## src/rtl/lrd_pkg.sv

```systemverilog
// ----------------------------------------------------------------------------
// lrd_pkg
// Shared types and codes for the log record deframer.
// ----------------------------------------------------------------------------
package lrd_pkg;

  localparam int unsigned ByteW  = 8;
  localparam int unsigned LenW   = 32;
  localparam int unsigned CountW = 32;
  localparam int unsigned KindW  = 2;

  // Opcodes carried in the first byte of a record
  localparam logic [ByteW-1:0] OP_PUT = 8'd1;
  localparam logic [ByteW-1:0] OP_DEL = 8'd2;

  // Record kinds reported on record_op
  localparam logic [KindW-1:0] REC_PUT     = 2'd0;
  localparam logic [KindW-1:0] REC_DEL     = 2'd1;
  localparam logic [KindW-1:0] REC_UNKNOWN = 2'd2;

  // Payload tags reported on byte_kind
  localparam logic [KindW-1:0] BK_NONE  = 2'd0;
  localparam logic [KindW-1:0] BK_KEY   = 2'd1;
  localparam logic [KindW-1:0] BK_VALUE = 2'd2;

  typedef struct packed {
    logic [ByteW-1:0]  data_byte;
    logic [KindW-1:0]  byte_kind;
    logic [KindW-1:0]  record_op;
    logic              record_end;
    logic              header_error;
    logic              body_truncated;
    logic              replay_done;
    logic [CountW-1:0] ops_replayed;
  } lrd_result_t;

  function automatic logic [KindW-1:0] kind_of(input logic [ByteW-1:0] op);
    logic [KindW-1:0] k;
    if (op == OP_PUT) begin
      k = REC_PUT;
    end else if (op == OP_DEL) begin
      k = REC_DEL;
    end else begin
      k = REC_UNKNOWN;
    end
    return k;
  endfunction

endpackage

```

## src/rtl/lrd_parser.sv

```systemverilog
// ----------------------------------------------------------------------------
// lrd_parser
// Record phase tracking: consumes one stream beat per cycle while take_i is
// high and forms the result for it from the registered parse state.
// ----------------------------------------------------------------------------
module lrd_parser
  import lrd_pkg::*;
(
  input  logic              clk_i,
  input  logic              rst_ni,
  input  logic              take_i,
  input  logic [ByteW-1:0]  log_byte_i,
  input  logic              stream_end_i,
  output logic              has_result_o,
  output lrd_result_t       result_o
);

  typedef enum logic [1:0] {
    PH_OPCODE,
    PH_HEADER,
    PH_KEY,
    PH_VALUE
  } phase_e;

  phase_e            phase_q, phase_d;
  logic [2:0]        hidx_q, hidx_d;
  logic [KindW-1:0]  kind_q, kind_d;
  logic              is_put_q, is_put_d;
  logic [LenW-1:0]   key_len_q, key_len_d;
  logic [LenW-1:0]   val_len_q, val_len_d;
  logic [LenW-1:0]   left_q, left_d;
  logic [CountW-1:0] count_q, count_d;

  logic [CountW-1:0] count_inc;
  logic [LenW-1:0]   left_dec;
  logic [4:0]        lane_sh;

  assign count_inc = (count_q != {CountW{1'b1}}) ? count_q + 1'b1 : count_q;
  assign left_dec  = left_q - 1'b1;
  assign lane_sh   = {hidx_q[1:0], 3'b000};

  always_comb begin
    phase_d      = phase_q;
    hidx_d       = hidx_q;
    kind_d       = kind_q;
    is_put_d     = is_put_q;
    key_len_d    = key_len_q;
    val_len_d    = val_len_q;
    left_d       = left_q;
    count_d      = count_q;
    has_result_o = 1'b0;
    result_o     = '0;

    if (stream_end_i) begin
      has_result_o         = 1'b1;
      result_o.replay_done = 1'b1;
      if (phase_q != PH_OPCODE) begin
        result_o.record_op = kind_q;
      end
      result_o.ops_replayed = count_q;
      if (phase_q == PH_HEADER) begin
        result_o.header_error = 1'b1;
      end else if (phase_q == PH_KEY || phase_q == PH_VALUE) begin
        result_o.body_truncated = 1'b1;
        result_o.record_end     = 1'b1;
        result_o.ops_replayed   = count_inc;
      end
      // new stream starts from scratch
      phase_d   = PH_OPCODE;
      hidx_d    = '0;
      kind_d    = REC_PUT;
      is_put_d  = 1'b0;
      key_len_d = '0;
      val_len_d = '0;
      left_d    = '0;
      count_d   = '0;
    end else begin
      case (phase_q)
        PH_OPCODE: begin
          kind_d    = kind_of(log_byte_i);
          is_put_d  = (log_byte_i == OP_PUT);
          hidx_d    = '0;
          key_len_d = '0;
          val_len_d = '0;
          phase_d   = PH_HEADER;
        end
        PH_HEADER: begin
          if (!hidx_q[2]) begin
            key_len_d[lane_sh +: ByteW] = key_len_q[lane_sh +: ByteW] | log_byte_i;
          end else begin
            val_len_d[lane_sh +: ByteW] = val_len_q[lane_sh +: ByteW] | log_byte_i;
          end
          hidx_d = hidx_q + 1'b1;
          if (hidx_q == 3'd7) begin
            if (key_len_d != '0) begin
              phase_d = PH_KEY;
              left_d  = key_len_d;
            end else if (is_put_q && val_len_d != '0) begin
              phase_d = PH_VALUE;
              left_d  = val_len_d;
            end else begin
              // empty record closes on its last header byte
              phase_d               = PH_OPCODE;
              left_d                = '0;
              count_d               = count_inc;
              has_result_o          = 1'b1;
              result_o.record_op    = kind_q;
              result_o.record_end   = 1'b1;
              result_o.ops_replayed = count_inc;
            end
          end
        end
        PH_KEY: begin
          has_result_o          = 1'b1;
          result_o.data_byte    = log_byte_i;
          result_o.byte_kind    = BK_KEY;
          result_o.record_op    = kind_q;
          result_o.ops_replayed = count_q;
          left_d                = left_dec;
          if (left_dec == '0) begin
            if (is_put_q && val_len_q != '0) begin
              phase_d = PH_VALUE;
              left_d  = val_len_q;
            end else begin
              phase_d               = PH_OPCODE;
              count_d               = count_inc;
              result_o.record_end   = 1'b1;
              result_o.ops_replayed = count_inc;
            end
          end
        end
        PH_VALUE: begin
          has_result_o          = 1'b1;
          result_o.data_byte    = log_byte_i;
          result_o.byte_kind    = BK_VALUE;
          result_o.record_op    = kind_q;
          result_o.ops_replayed = count_q;
          left_d                = left_dec;
          if (left_dec == '0) begin
            phase_d               = PH_OPCODE;
            count_d               = count_inc;
            result_o.record_end   = 1'b1;
            result_o.ops_replayed = count_inc;
          end
        end
        default: begin
          phase_d = PH_OPCODE;
        end
      endcase
    end
  end

  always_ff @(posedge clk_i or negedge rst_ni) begin
    if (!rst_ni) begin
      phase_q   <= PH_OPCODE;
      hidx_q    <= '0;
      kind_q    <= REC_PUT;
      is_put_q  <= 1'b0;
      key_len_q <= '0;
      val_len_q <= '0;
      left_q    <= '0;
      count_q   <= '0;
    end else if (take_i) begin
      phase_q   <= phase_d;
      hidx_q    <= hidx_d;
      kind_q    <= kind_d;
      is_put_q  <= is_put_d;
      key_len_q <= key_len_d;
      val_len_q <= val_len_d;
      left_q    <= left_d;
      count_q   <= count_d;
    end
  end

endmodule

```

## src/rtl/lrd_out_buf.sv

```systemverilog
// ----------------------------------------------------------------------------
// lrd_out_buf
// Result register with a skid entry; ready comes straight from a flop.
// ----------------------------------------------------------------------------
module lrd_out_buf
  import lrd_pkg::*;
(
  input  logic        clk_i,
  input  logic        rst_ni,
  input  logic        push_i,
  input  lrd_result_t result_i,
  output logic        room_o,
  output logic        out_valid_o,
  input  logic        out_ready_i,
  output lrd_result_t result_o,
  output logic        skid_full_o
);

  logic        main_vld_q, skid_vld_q;
  lrd_result_t main_q, skid_q;
  logic        pop;

  assign pop         = main_vld_q && out_ready_i;
  assign room_o      = !skid_vld_q;
  assign out_valid_o = main_vld_q;
  assign result_o    = main_q;
  assign skid_full_o = skid_vld_q;

  always_ff @(posedge clk_i or negedge rst_ni) begin
    if (!rst_ni) begin
      main_vld_q <= 1'b0;
      skid_vld_q <= 1'b0;
    end else if (pop) begin
      if (skid_vld_q) begin
        skid_vld_q <= 1'b0;
      end else begin
        main_vld_q <= push_i;
      end
    end else if (push_i) begin
      if (!main_vld_q) begin
        main_vld_q <= 1'b1;
      end else begin
        skid_vld_q <= 1'b1;
      end
    end
  end

  always_ff @(posedge clk_i) begin
    if (pop) begin
      if (skid_vld_q) begin
        main_q <= skid_q;
      end else if (push_i) begin
        main_q <= result_i;
      end
    end else if (push_i) begin
      if (!main_vld_q) begin
        main_q <= result_i;
      end else begin
        skid_q <= result_i;
      end
    end
  end

endmodule

```

## src/rtl/log_record_deframer_core.sv

```systemverilog
// ----------------------------------------------------------------------------
// log_record_deframer_core
// Write-ahead log deframer: splits a byte stream into tagged key/value beats.
// ----------------------------------------------------------------------------
// Input channel (in_valid_i / in_ready_o): one beat per log byte, or a beat
// with stream_end_i set that closes the stream and carries no byte.
// Output channel (out_valid_o / out_ready_i): zero or one result beat per
// input beat. Opcode and length bytes give no beat, except the last length
// byte of a record with an empty body, which reports its record_end. Key and
// value bytes and stream-end beats always give one.
// Results are registered in the result register or the skid entry before they
// reach the output. Throughput: one input beat per cycle while the skid entry
// is empty, set by the parse state registers that update each accepted beat.
// Stall: results sit in a result register plus one skid entry; in_ready_o
// drops only once the skid entry is occupied, so a stalled receiver backs up
// the source after at most two buffered results.
// Reset: parse state returns to waiting for an opcode with the record count
// cleared, and both buffer entries are emptied. A stream-end beat does the
// same to the parse state, so the next byte starts a new stream.
// ----------------------------------------------------------------------------
module log_record_deframer_core
  import lrd_pkg::*;
(
  input  logic              clk_i,
  input  logic              rst_ni,
  input  logic              in_valid_i,
  output logic              in_ready_o,
  input  logic [ByteW-1:0]  log_byte_i,
  input  logic              stream_end_i,
  output logic              out_valid_o,
  input  logic              out_ready_i,
  output logic [ByteW-1:0]  data_byte_o,
  output logic [KindW-1:0]  byte_kind_o,
  output logic [KindW-1:0]  record_op_o,
  output logic              record_end_o,
  output logic              header_error_o,
  output logic              body_truncated_o,
  output logic              replay_done_o,
  output logic [CountW-1:0] ops_replayed_o
);

  logic        take;
  logic        has_result;
  logic        room;
  logic        skid_full;
  lrd_result_t parse_res;
  lrd_result_t out_res;

  // a beat is consumed whenever the buffer can absorb its possible result
  assign in_ready_o = room;
  assign take       = in_valid_i && room;

  lrd_parser u_parser (
    .clk_i        (clk_i),
    .rst_ni       (rst_ni),
    .take_i       (take),
    .log_byte_i   (log_byte_i),
    .stream_end_i (stream_end_i),
    .has_result_o (has_result),
    .result_o     (parse_res)
  );

  // only beats that produce a result are pushed
  lrd_out_buf u_out_buf (
    .clk_i       (clk_i),
    .rst_ni      (rst_ni),
    .push_i      (take && has_result),
    .result_i    (parse_res),
    .room_o      (room),
    .out_valid_o (out_valid_o),
    .out_ready_i (out_ready_i),
    .result_o    (out_res),
    .skid_full_o (skid_full)
  );

  assign data_byte_o      = out_res.data_byte;
  assign byte_kind_o      = out_res.byte_kind;
  assign record_op_o      = out_res.record_op;
  assign record_end_o     = out_res.record_end;
  assign header_error_o   = out_res.header_error;
  assign body_truncated_o = out_res.body_truncated;
  assign replay_done_o    = out_res.replay_done;
  assign ops_replayed_o   = out_res.ops_replayed;

  // skid entry is only ever filled behind a valid result register
  a_skid_behind_main: assert property (@(posedge clk_i) disable iff (!rst_ni)
    skid_full |-> out_valid_o)
    else $error("skid entry holds a result while the output register is empty");

  // a full skid entry must block the input side
  a_full_blocks_input: assert property (@(posedge clk_i) disable iff (!rst_ni)
    skid_full |-> !in_ready_o)
    else $error("input accepted with no buffer room");

  // a cut header is reported only on a stream-end beat and never closes a record
  a_header_err_form: assert property (@(posedge clk_i) disable iff (!rst_ni)
    (out_valid_o && header_error_o) |-> (replay_done_o && !record_end_o))
    else $error("header error outside a stream-end result");

  // a cut body always closes its record at stream end, with no payload byte
  a_trunc_form: assert property (@(posedge clk_i) disable iff (!rst_ni)
    (out_valid_o && body_truncated_o) |->
      (replay_done_o && record_end_o && byte_kind_o == BK_NONE))
    else $error("truncation flag with inconsistent result fields");

endmodule
```

## config.mk

```make
export PLATFORM = sky130hd
export DESIGN_NAME = log_record_deframer_core
export DESIGN_NICKNAME = d
export VERILOG_FILES = /design/src/rtl/lrd_pkg.sv /design/src/rtl/lrd_parser.sv /design/src/rtl/lrd_out_buf.sv /design/src/rtl/log_record_deframer_core.sv
export SDC_FILE = /design/constraint.sdc
export NUM_CORES = 1
export LEC_CHECK = 0
export ABC_AREA = 0
export BUFFER_PORTS_ARGS = -buffer_cell sky130_fd_sc_hd__buf_2
export CORE_MARGIN = 2
export CORE_UTILIZATION = 50
export DETAILED_ROUTE_END_ITERATION = 16
export HOLD_SLACK_MARGIN = 0.15
export PLACE_DENSITY = 0.71
export SYNTH_ARGS = -nofsm -noshare
export SYNTH_HDL_FRONTEND = slang
export SYNTH_SLANG_ARGS = --single-unit
```

## constraint.sdc

```tcl
create_clock -name clk_i -period 7 [get_ports clk_i]
set_clock_uncertainty 0.1 [all_clocks]
set_input_delay 1.75 -clock clk_i [delete_from_list [all_inputs] [get_ports clk_i]]
set_output_delay 1.75 -clock clk_i [all_outputs]
set_load 0.01 [all_outputs]
```

==> results of run 1 <==
## sequential cells by signal, indices dropped and copies added (netlist names)
name and flops:
u_parser.hidx_q 3, u_out_buf.skid_full_o 1, u_parser.left_q 32, u_parser.phase_q 2, u_parser.count_q 32, u_out_buf.out_valid_o 1, u_parser.val_len_q 32, u_parser.is_put_q 1
u_parser.kind_q 2, u_out_buf.skid_q 48, u_parser.key_len_q 32, u_out_buf.result_o 48
## stage by stage
stage,worst slack (ps),cell area (µm²)
6_report,1330,18000
5_1_grt,1240,18000
4_1_cts,1580,18000
3_5_place_dp,1030,17000
3_3_place_gp,1220,17000
2_1_floorplan,420,16500
## metal layers
metal	global-route usage [%]	part of all wire [%]	vias up
met5	0	0	-
met4	21.4	6.6	0
met3	6.17	9.6	238
met2	56.0	45	1089
met1	46.3	39	7834
li1	-	-	7146
## power by group through the flow
stage	registers, mW	clock network [mW]	logic, mW
global route	2.00	1.65	3.13
CTS	1.95	1.61	2.85
detailed placement	1.98	0	2.84
finish	1.97	1.59	2.94
global placement	1.97	0	2.82
floorplan	1.87	0	1.97
## logic make-up after synthesis
family,after synthesis
xor+xnor,54
compound gates,611
flops,234
simple gates,726
buf+inv,190
mux,76
fa+ha+maj,16
## cells in the final DEF (no fill, tap or decap), types with 24 or more instances in the layout
| cell type | n |
|---|---|
| o21ai_0 | 149 |
| nor3_1 | 36 |
| a21oi_1 | 107 |
| edfxtp_1 | 96 |
| nor2_1 | 192 |
| nand4_1 | 26 |
| mux2_2 | 41 |
| clkbuf_16 | 27 |
| nor4_1 | 27 |
| and3_1 | 28 |
| a22o_1 | 45 |
| nand2_1 | 216 |
| buf_2 | 61 |
| inv_1 | 26 |
| xnor2_1 | 34 |
| buf_4 | 40 |
| a32o_1 | 30 |
| a31oi_1 | 24 |
| a22oi_1 | 32 |
| nand3_1 | 55 |
| mux2i_1 | 34 |
| dfrtp_1 | 137 |
## cells in the mapped netlist (all sizes together) (21+ instances only)
master | count | area [µm²]
xnor2 | 34 | 298
a22oi | 33 | 248
o21ai | 155 | 787
a22o | 45 | 394
nor2b | 21 | 131
and3 | 28 | 175
nor3 | 37 | 190
nand2 | 217 | 815
nand4 | 27 | 175
edfxtp | 96 | 2880
nand3 | 58 | 300
mux2i | 34 | 340
a21oi | 109 | 553
clkbuf | 125 | 469
buf | 39 | 225
inv | 26 | 97.6
mux2 | 41 | 462
nor2 | 199 | 764
a32o | 30 | 300
dfrtp | 138 | 3450
nor4 | 33 | 244
a31oi | 24 | 150
a211oi | 22 | 165
## final cells by class
type | instances | area share, %
clock buffer | 28 | 3.78
multi-input combinational | 1483 | 52.2
sequential | 234 | 35.2
clock inverter | 21 | 1.67
tap | 442 | 3.07
inverter | 26 | 0.542
timing repair buffer | 103 | 3.54
## how the worst max path moves through the flow
stage | startpoint | end | slack [ps] | cells past startpoint
2_1_floorplan | log_byte_i[1] | u_out_buf.skid_q[0] | 420 | 10
3_3_place_gp | log_byte_i[7] | u_out_buf.skid_q[33] | 1220 | 12
3_5_place_dp | log_byte_i[3] | u_out_buf.skid_q[41] | 1030 | 11
4_1_cts | u_parser.hidx_q[1] | u_parser.left_q[2] | 1580 | 12
5_1_grt | u_parser.hidx_q[1] | u_parser.left_q[8] | 1240 | 12
6_report | u_parser.hidx_q[1] | u_parser.left_q[2] | 1330 | 12
## tightest hold or removal path, stage by stage (launching register included)
cell and delay, ps:
dfrtp_1 370, nand2_1 60, o31ai_1 60
==> results.tsv, run 1 <==
metric	value	unit
drt-pass1-iter-count	8	
gp_congestion	1.00	
io_buffer_count	62	
core.rowCount	66	
synth-seq-cells	234	
powerDensity	361	nW/µm²
cts_buffers	27	
hold_path.class	reg2reg	
cp_slowest_cell	dfrtp_2	
core	32500	µm²
holdPathEnd	u_parser.kind_q[1]	
drv_slew	0	
p_total	6.49	mW
io_pins	63	
synth_fa_ha_area_share	1.22	%
synthCells	1907	
clk_pin_slew	70	ps
required	7400	ps
drcViolationCount	0	
ys_seq_area_share	38.5	%
holdWs	425	ps
via_per_inst	6.98	
crit_fanout	22	
max_slew_margin	18.4	%
wl	61.8	mm
dieArea	34400	µm²
antenna_cells	0	
grt.overflow.total	0	
die_x	185	µm
gr-usage-all-layers	35.8	%
multi_input_area	9390	µm²
seqPwrFrac	30.3	%
timing.rr.start	u_parser.hidx_q[1]	
drv_cap	0	
synth_ff_type	dfrtp_1	
cts_setup_buffers	0	
clock_sinks	234	
hpwl	42.7	mm
fillerInstances	2926	
rsz0062_at_grt	no	
cts_tree	built	
p_int	3.58	mW
via_count	16307	
fin_tns_setup	0	ps
drive_above_1_share	12.6	%
avgSynthCellArea	8.62	µm²
synth_edf_count	96	
postRouteAntennaNets	0	
ff2ff_path_depth	12	
status	completed	
first_global_vias	15469	
synthMuxAreaShare	5.01	%
min_from	u_parser.kind_q[1]	
synth_compound_area_share	25.6	%
start_kind	flop	
synth-simple-area-share	21.9	%
syn_area	16400	µm²
nets	1904	
p_switching	2.92	mW
ctsLongestPathBuffers	3	
cp.arrival	6060	ps
synth_top_family_by_area	compound AO/OA/AOI/OAI gates	
grt_max_degree	83	
start_util	50.7	%
fin_crit_sh	81.0	%
fin_util	55.4	%
period_needed	5670	ps
synth_fp_nets	1936	
drtIter0Drc	2088	
synth_xor_area_share	2.92	%
clkPwrFrac	24.4	%
timing.fmax	0.176	GHz
post_cts_resized	0	
final_cells	2337	
ir_worst_vdd	0.268	mV
setup_viol	0	
tightestPinTransition	1220	ps
die_h	185	µm
synth_cell_type_count	96	
criticalPathCategory	reg2reg	
h-tree-depth	1	
clkLatencyLatePin	560	ps
max_stage_delay	780	ps
yosys_warnings	0	
async_flop_share	59.0	%
rrSetupSlack	1330	ps
regToRegEndpoint	u_parser.left_q[2]	
antenna_found_initial	0	
end_kind	flop	
seqCellArea	6340	µm²
numPlacedInstances	2288	
wl_per_cell	26.5	µm
swShare	44.9	%
grt_first_pass_wirelength	93.7	mm
crit_family	simple AND/OR/NAND/NOR gates	
leakagePower	6.85	nW
cp_cell_sequence	inv_1 -> ha_1 -> or3b_2 -> nor2_1 -> a22oi_1 -> nand4_1 -> nor4_1 -> a21boi_1 -> nand2_1 -> o221a_2 -> a311oi_1 -> o22a_1	
cp_num_buf_inv	1	
finalHoldViolations	0	
hold_depth	2	
area_growth	9.39	%
cts_hold_buf	0	
clockRootBuffer	clkbuf_16	
combPwrFrac	45.3	%
Power figures use the tool's default switching activity.
==> run 2, diff against run 1 <==
--- a/config.mk
+++ b/config.mk
@@ -11,7 +11,7 @@
 export CORE_UTILIZATION = 50
 export DETAILED_ROUTE_END_ITERATION = 16
 export HOLD_SLACK_MARGIN = 0.15
-export PLACE_DENSITY = 0.71
+export PLACE_DENSITY = 0.69
 export SYNTH_ARGS = -nofsm -noshare
 export SYNTH_HDL_FRONTEND = slang
 export SYNTH_SLANG_ARGS = --single-unit
==> constraint.sdc (replaced) <==
create_clock -name clk_i -period 5.55 [get_ports clk_i]
set_clock_uncertainty 0.1 [all_clocks]
set_input_delay 1.3875 -clock clk_i [delete_from_list [all_inputs] [get_ports clk_i]]
set_output_delay 1.3875 -clock clk_i [all_outputs]
set_load 0.01 [all_outputs]
==> run 2 against run 1 <==
Hold slack worse by 52 ps. Critical path depth up 2. Non-clock buffer count up 46. Critical endpoint is now u_parser.count_q[26]. Largest power group unchanged.
==> results.tsv, run 2 (synthesis gave the netlist of run 1 again) <==
metric	value	unit
clock_sinks	234	
die_x	185	µm
tightestPinTransition	1180	ps
clockRootBuffer	clkbuf_16	
io_buffer_count	62	
drtIter0Drc	2252	
end_kind	flop	
wl	62.0	mm
ctsLongestPathBuffers	3	
combPwrFrac	47.7	%
core	32500	µm²
ir_worst_vdd	0.252	mV
swShare	45.7	%
finalHoldViolations	0	
hpwl	43.4	mm
antenna_cells	0	
drive_above_1_share	14.2	%
die_h	185	µm
cp.arrival	5530	ps
crit_fanout	17	
gp_congestion	1.05	
io_pins	63	
period_needed	5160	ps
nets	1950	
h-tree-depth	1	
via_count	16436	
fillerInstances	2939	
fin_crit_sh	92.9	%
cts_buffers	27	
dieArea	34400	µm²
required	5930	ps
timing.fmax	0.194	GHz
cts_hold_buf	0	
criticalPathCategory	reg2reg	
drv_slew	0	
numPlacedInstances	2334	
grt_max_degree	85	
fin_tns_setup	0	ps
grt.overflow.total	0	
drcViolationCount	0	
cts_tree	built	
status	completed	
max_slew_margin	20.4	%
grt_first_pass_wirelength	94.8	mm
start_kind	flop	
area_growth	10.8	%
clkPwrFrac	21.4	%
post_cts_resized	0	
seqPwrFrac	31.0	%
antenna_found_initial	0	
wl_per_cell	26.0	µm
hold_path.class	reg2reg	
drt-pass1-iter-count	6	
p_switching	3.66	mW
layout_common_cells	nand2_1, nor2_1, o21ai_0, dfrtp_1, a21oi_1	
via_per_inst	6.90	
p_int	4.35	mW
clk_pin_slew	60	ps
final_cells	2383	
rsz0062_at_grt	no	
clkLatencyLatePin	560	ps
drv_cap	0	
gr-usage-all-layers	36.0	%
cts_setup_buffers	0	
leakagePower	7.01	nW
fin_util	56.1	%
core.rowCount	66	
final_common_cell	nand2_1	
start_util	50.7	%
setup_viol	0	
powerDensity	440	nW/µm²
postRouteAntennaNets	0	
first_global_vias	15606	
[run 2: cell types whose count changed in the layout (fill, tap and decap cells not counted), sizes merged]
cell      before  now
buf          103  149
inv           28   26
clkinvlp       5    1
bufinv         7    1
clkbuf        28   40
[run 2: routing by layer]
| layer | vias to the layer above | share of wire (%) | global-route usage (%) |
|---|---|---|---|
| met5 | - | 0 | 0 |
| met4 | 0 | 6.5 | 20.5 |
| met3 | 244 | 9.3 | 5.39 |
| met2 | 1028 | 46 | 57.8 |
| met1 | 7945 | 38 | 46.3 |
| li1 | 7219 | - | - |
[run 2: cell type report]
class                           instances  area [µm²]  area share (%)
Multi-Input combinational cell       1483        9390            51.6
Sequential cell                       234        6340            34.8
Timing Repair Buffer                  149        1020            5.60
Clock buffer                           40         744            4.09
Tap cell                              442         553            3.04
Inverter                               26        97.6           0.536
Clock inverter                          9        72.6           0.398
[run 2: final timing paths]
kind	end	depth (start not counted)	from	slack [ps]
max in group asynchronous	u_parser.hidx_q[1]	2	rst_ni	3510
min	u_parser.kind_q[1]	2	u_parser.kind_q[1]	370
min reg2reg	u_parser.kind_q[1]	2	u_parser.kind_q[1]	370
max reg2reg	u_parser.count_q[26]	14	u_parser.hidx_q[1]	390
max	u_parser.count_q[26]	14	u_parser.hidx_q[1]	390
min in group asynchronous	u_parser.key_len_q[15]	1	rst_ni	830
[run 2: critical path: stages (launching register included)]
cell and delay [ps]:
dfrtp_2 570, inv_1 230, ha_1 450, nand2b_1 250
nor2_1 140, buf_4 180, a22oi_1 360, nand4_1 150
nor4_1 760, a21boi_1 370, o21ai_1 320, nand2_1 430
buf_4 330, a311o_1 310, o21ai_1 130
[run 2: power by group through the flow]
stage | clock network, mW | logic, mW | registers (mW)
final | 1.71 | 3.82 | 2.48
after global routing | 1.79 | 4.05 | 2.52
after CTS | 1.72 | 3.70 | 2.47
after detailed placement | 0 | 3.68 | 2.50
after global placement | 0 | 3.66 | 2.49
after floorplan | 0 | 2.50 | 2.36
[run 2: stage by stage]
| step | cell area (µm²) | hold slack (ps) | power, mW | setup slack, ps |
|---|---|---|---|---|
| detailed placement | 17400 | 363 | 6.18 | 422 |
| finish | 18200 | 372 | 8.01 | 394 |
| floorplan | 16500 | 342 | 4.86 | 8.54 |
| global route | 18200 | 419 | 8.36 | 125 |
| global placement | 17400 | 356 | 6.15 | 533 |
| CTS | 18200 | 374 | 7.89 | 724 |
